--- src/tun_pkg.sv ---
package tun_pkg;

    // Field and datapath widths.
    localparam int COORD_W = 24;
    localparam int EDGE_W  = 25;
    localparam int PROD_W  = 50;
    localparam int CROSS_W = 51;
    localparam int MAG_W   = 50;
    localparam int BITS_W  = 6;
    localparam int SH_W    = 5;
    localparam int KEEP_W  = 31;
    localparam int SQ_W    = 62;
    localparam int SUM_W   = 64;
    localparam int QUO_W   = 33;
    localparam int ROOT_W  = 17;
    localparam int CSQ_W   = 35;
    localparam int OUT_W   = 16;

    localparam logic [OUT_W-1:0] OUT_MAX = 16'h7FFF;

    // Control that travels with every beat through the pipeline.
    typedef struct packed {
        logic       valid;
        logic       deg;
        logic [2:0] neg;
    } t_ctl;

endpackage

--- src/tun_sqrt.sv ---
module tun_sqrt (
    input  logic                       i_clk,
    input  logic                       i_rst_n,
    input  logic                       i_en,
    input  tun_pkg::t_ctl              i_ctl,
    input  logic [tun_pkg::QUO_W-1:0]  i_quo [3],
    output tun_pkg::t_ctl              o_ctl,
    output logic [tun_pkg::ROOT_W-1:0] o_root [3]
);
    import tun_pkg::*;

    // One root bit per stage, MSB first; the root square is kept incrementally.
    t_ctl              r_ctl [ROOT_W];
    logic [QUO_W-1:0]  r_q [ROOT_W][3];
    logic [ROOT_W-1:0] r_root [ROOT_W][3];
    logic [CSQ_W-1:0]  r_rsq [ROOT_W][3];
    logic [ROOT_W-1:0] n_root [ROOT_W][3];
    logic [CSQ_W-1:0]  n_rsq [ROOT_W][3];
    logic [QUO_W-1:0]  n_q [ROOT_W][3];

    always_comb begin
        logic [QUO_W-1:0]  v_q;
        logic [ROOT_W-1:0] v_root;
        logic [CSQ_W-1:0]  v_rsq;
        logic [CSQ_W-1:0]  v_cand;
        for (int j = 0; j < ROOT_W; j++) begin
            for (int l = 0; l < 3; l++) begin
                if (j == 0) begin
                    v_q    = i_quo[l];
                    v_root = '0;
                    v_rsq  = '0;
                end else begin
                    v_q    = r_q[j-1][l];
                    v_root = r_root[j-1][l];
                    v_rsq  = r_rsq[j-1][l];
                end
                // (t + 2^b)^2 = t^2 + t * 2^(b+1) + 2^(2b)
                v_cand = v_rsq + (CSQ_W'(v_root) << (ROOT_W - j))
                       + (CSQ_W'(1) << (2 * (ROOT_W - 1 - j)));
                n_q[j][l] = v_q;
                if (v_cand <= CSQ_W'(v_q)) begin
                    n_root[j][l] = v_root | (ROOT_W'(1) << (ROOT_W - 1 - j));
                    n_rsq[j][l]  = v_cand;
                end else begin
                    n_root[j][l] = v_root;
                    n_rsq[j][l]  = v_rsq;
                end
            end
        end
    end

    always_ff @(posedge i_clk) begin
        if (!i_rst_n) begin
            for (int j = 0; j < ROOT_W; j++) begin
                r_ctl[j] <= '0;
            end
        end else if (i_en) begin
            r_ctl[0] <= i_ctl;
            for (int j = 1; j < ROOT_W; j++) begin
                r_ctl[j] <= r_ctl[j-1];
            end
        end
    end

    always_ff @(posedge i_clk) begin
        if (i_en) begin
            r_q    <= n_q;
            r_root <= n_root;
            r_rsq  <= n_rsq;
        end
    end

    assign o_ctl  = r_ctl[ROOT_W-1];
    assign o_root = r_root[ROOT_W-1];

endmodule

--- config.mk ---
export PLATFORM = sky130hd
export DESIGN_NAME = tun_sqrt
export DESIGN_NICKNAME = d
export VERILOG_FILES = /design/src/tun_pkg.sv /design/src/tun_sqrt.sv
export SDC_FILE = /design/constraint.sdc
export NUM_CORES = 2
export LEC_CHECK = 0
export BUFFER_PORTS_ARGS = -buffer_cell sky130_fd_sc_hd__buf_4
export CORE_UTILIZATION = 37
export DETAILED_ROUTE_END_ITERATION = 7
export PLACE_DENSITY = 0.6
export SLEW_MARGIN = 5
export SYNTH_ARGS = -nofsm -noshare
export SYNTH_HDL_FRONTEND = slang
export SYNTH_SLANG_ARGS = --single-unit
export TNS_END_PERCENT = 50
--- constraint.sdc ---
create_clock -name i_clk -period 5.9 [get_ports i_clk]
set_input_delay 0.295 -clock i_clk [delete_from_list [all_inputs] [get_ports i_clk]]
set_output_delay 0.295 -clock i_clk [all_outputs]
set_load 0.01 [all_outputs]
==> impl_metrics.toml <==
[run_status]
status = "finished, final reports clean"

[yosys]
synth.cell_area_mm2 = 0.1427
synth_compound_area_share_pct = 7.481
syn_inst = 10470
yosys.area_share.simple_pct = 9.225
synth.area.mux_share_pct = 2.388
synth_ff_type = "edfxtp_1"
ys_ff_latch = 2935
syn_avg_cell_area_um2 = 13.64
yosys_warnings = 0
synth_edf_count = 2935
synth_fa_ha_area_share_pct = 10.26
synth_top_family_by_area = "adder cells"
synth_cell_types = 116
synthXorXnorAreaFrac_pct = 6.029
synthArstFlopShare_pct = 0
ys_seq_area_share_pct = 61.74

[hold_path]
hold_path.class = "primary input to flip-flop"
hold_depth = 2
min_from = "i_quo[67]"
hold_end = "n_q[1552]$_DFFE_PP_"

[timing]
rsz0062_at_grt = "false"
setup_viol = 0
finalCritPeriodShare_pct = 96.52
final_max_slew_viol_count = 0
holdWs_ns = 0.09823
min_period_ns = 5.694
max_slew_margin_pct = 20.99
hold_viol = 0
fin_skew_ns = 0.07222
worst_pin_slew_ns = 1.185
fmaxAchievable_mhz = 175.6

[route]
wl_per_cell_um = 18.02
firstDrtPassIters = 6
num_vias = 81730
detail_route.iter0.violations = 5006
drtAntennaViolNets = 0
drt-total-wl_um = 295100
drc = 0
drt-vias-per-instance = 4.992

[critical_path]
rr_worst_depth = 17
required_ns = 6.53
reg2reg_from = "r_rsq[465]$_DFFE_PP_"
end_kind = "flip-flop"
reg2reg_slack_ns = 0.21
r2r_end = "r_rsq[366]$_DFFE_PP_"
cp_max_fo = 26
critPathKind = "flip-flop to flip-flop"
arrival_ns = 6.33
cp-start-kind = "flip-flop"

[die]
io_pins = 163
die_w_um = 623.1
die_area_mm2 = 0.3883
dieHeight_um = 623.1
start_util_pct = 37.26
core-area_mm2 = 0.3831
rows = 227

[power]
p_per_area_mw_per_mm2 = 340.0
p_leak_uw = 0.06419
ir_drop_mv = 0.2399
total_power_uw = 55260

[cells_and_area]
final_layout_size_suffix_gt1_share_pct = 9.926
multi_input_comb_area_mm2 = 0.05058
fin_util_pct = 42.41
fillCellCount = 34010
register_area_mm2 = 0.08813
area_growth_pct = 13.84
finish.net_count = 12350

[clocking]
clockBufferDepth = 4
clock_sinks = 2935
postCtsSetupBuffers = 0
clk_latency_ns = 0.92
cts-root-buf = "clkbuf_16"
cts-htree-levels = 5
clk_pin_slew_ns = 0.06
numCtsBuffers = 322
cts_tree = "built"

[global_route]
grt_pass1_wl_um = 464100
grt_pass1_vias = 84850
overflow = 0
grtUsageTotal_pct = 14.74
grt_max_degree = 203
antenna_found_initial = 2

[placement]
gp_congestion = 0.8902
hpwl_um = 223600
io_buffers = 162

[flow_run]
maxCapViolCount = 0
## layout make-up
| class | instances | share of cell area, % |
|---|---|---|
| timing repair buffer | 382 | 2.065 |
| clock buffer | 383 | 5.178 |
| antenna | 1 | 0.001540 |
| multi-input combinational | 6491 | 31.12 |
| inverter | 945 | 2.187 |
| tap | 5038 | 3.879 |
| sequential | 2935 | 54.23 |
| clock inverter | 198 | 1.330 |
## timing repair
item,CTS,global route
gates resized for setup,1,8
endpoints found under the hold margin,136,0
hold buffers,117,0
setup endpoints to repair,23,47
## flip-flops by register name (all words and copies together), names as in the netlist
register,count
n_q,1584
o_root,51
r_ctl,85
r_root,407
r_rsq,808
## power breakdown
group          internal, uW  switching (uW)  leakage [uW]
sequential            25000            1260        0.0290
combinational          4020            4990        0.0301
clock                 12000            8080       0.00512
total                 40900           14300        0.0642
## cell usage after synthesis, drive strengths merged, types with 24 or more instances
library cell  count  area share (%)
edfxtp         2935              62
buf              54            0.26
ha             1170              10
o22ai            24            0.11
and4             45            0.28
nand2           455             1.2
nor3b            44            0.23
nor3            158            0.56
mux2            293             2.3
nor4            162            0.72
or2              30            0.13
and2            106            0.46
o21a             85            0.45
o31ai            25            0.14
o211ai           37            0.19
a21oi           456             1.6
nand3           197            0.69
nand4           216            0.95
a211oi           35            0.19
inv             944             2.5
or3              39            0.17
xnor2           583             3.6
clkbuf           49            0.13
a31oi            72            0.33
o21bai           82            0.43
nand2b          104            0.46
o21ai           214            0.76
a21o            351             1.8
or4              24            0.13
and3            185            0.81
nor4b            35            0.23
nor2b           128            0.56
nor2            443             1.2
xor2            398             2.4
## worst max-delay path by stage
stage | to | start | cells past startpoint | slack, ns
2_1_floorplan | r_rsq[263]$_DFFE_PP_ | r_rsq[356]$_DFFE_PP_ | 21 | 0.69
3_3_place_gp | r_rsq[358]$_DFFE_PP_ | r_root[227]$_DFFE_PP_ | 17 | -0.25
3_5_place_dp | r_rsq[364]$_DFFE_PP_ | r_root[227]$_DFFE_PP_ | 17 | -0.26
4_1_cts | r_rsq[366]$_DFFE_PP_ | r_root[227]$_DFFE_PP_ | 17 | 0.03
5_1_grt | r_rsq[152]$_DFFE_PP_ | r_rsq[251]$_DFFE_PP_ | 21 | 0.03
6_report | r_rsq[366]$_DFFE_PP_ | r_rsq[465]$_DFFE_PP_ | 17 | 0.21
## cell families (layout without fill, tap and decap cells)
logic type | Yosys count | after routing
AO/OA/AOI/OAI | 1585 | 1585
XOR/XNOR | 981 | 981
adder cells (fa/ha/maj) | 1170 | 1170
buffers and inverters | 1048 | 1908
flip-flops | 2935 | 2935
multiplexers | 304 | 304
other | 1 | 7
AND/OR/NAND/NOR | 2445 | 2445
## layer usage
metal  part of all wire (%)  vias up  global-route usage [%]
li1                       -    40490                       -
met1                     46    39010                   19.37
met2                     46     1643                   24.63
met3                    3.5      596                   1.967
met4                    4.1        0                   5.915
met5                      0        -                       0
## through the flow
stage	TNS (ns)	setup WS (ns)	area [um2]	instances
floorplan	0	0.6889	142800	10470
global placement	-3.743	-0.2487	150700	15670
detailed placement	-4.259	-0.2617	150700	15670
CTS	0	0.02577	162500	16370
global route	0	0.02682	162500	16370
finish	0	0.2055	162500	16370
## cells in the final DEF, fill, tap and decap left out, types with 185 or more instances in the layout
cell type,count
edfxtp_1,2935
ha_1,1170
inv_1,938
xnor2_1,581
nand2_1,451
a21oi_1,449
nor2_1,438
xor2_1,398
a21o_1,350
clkbuf_16,328
mux2_2,265
buf_4,250
nand4_1,216
nand3_1,197
o21ai_0,195
and3_1,185
## critical path: stages (launching register included)
cell and delay [ns]:
edfxtp_1 0.43, ha_1 0.37, a31oi_2 0.15, a221oi_2 0.39, a311o_1 0.32, a221oi_4 0.11, or3_1 0.47, nor2_1 0.35
nand3_1 0.16, xnor2_1 0.16, ha_1 0.32, nand4_1 0.24, nor4_4 0.54, and4_1 0.38, a21oi_1 0.15, a21oi_4 0.15
buf_4 0.32, mux2_2 0.41
No activity file was read; power rests on OpenSTA's default activity.
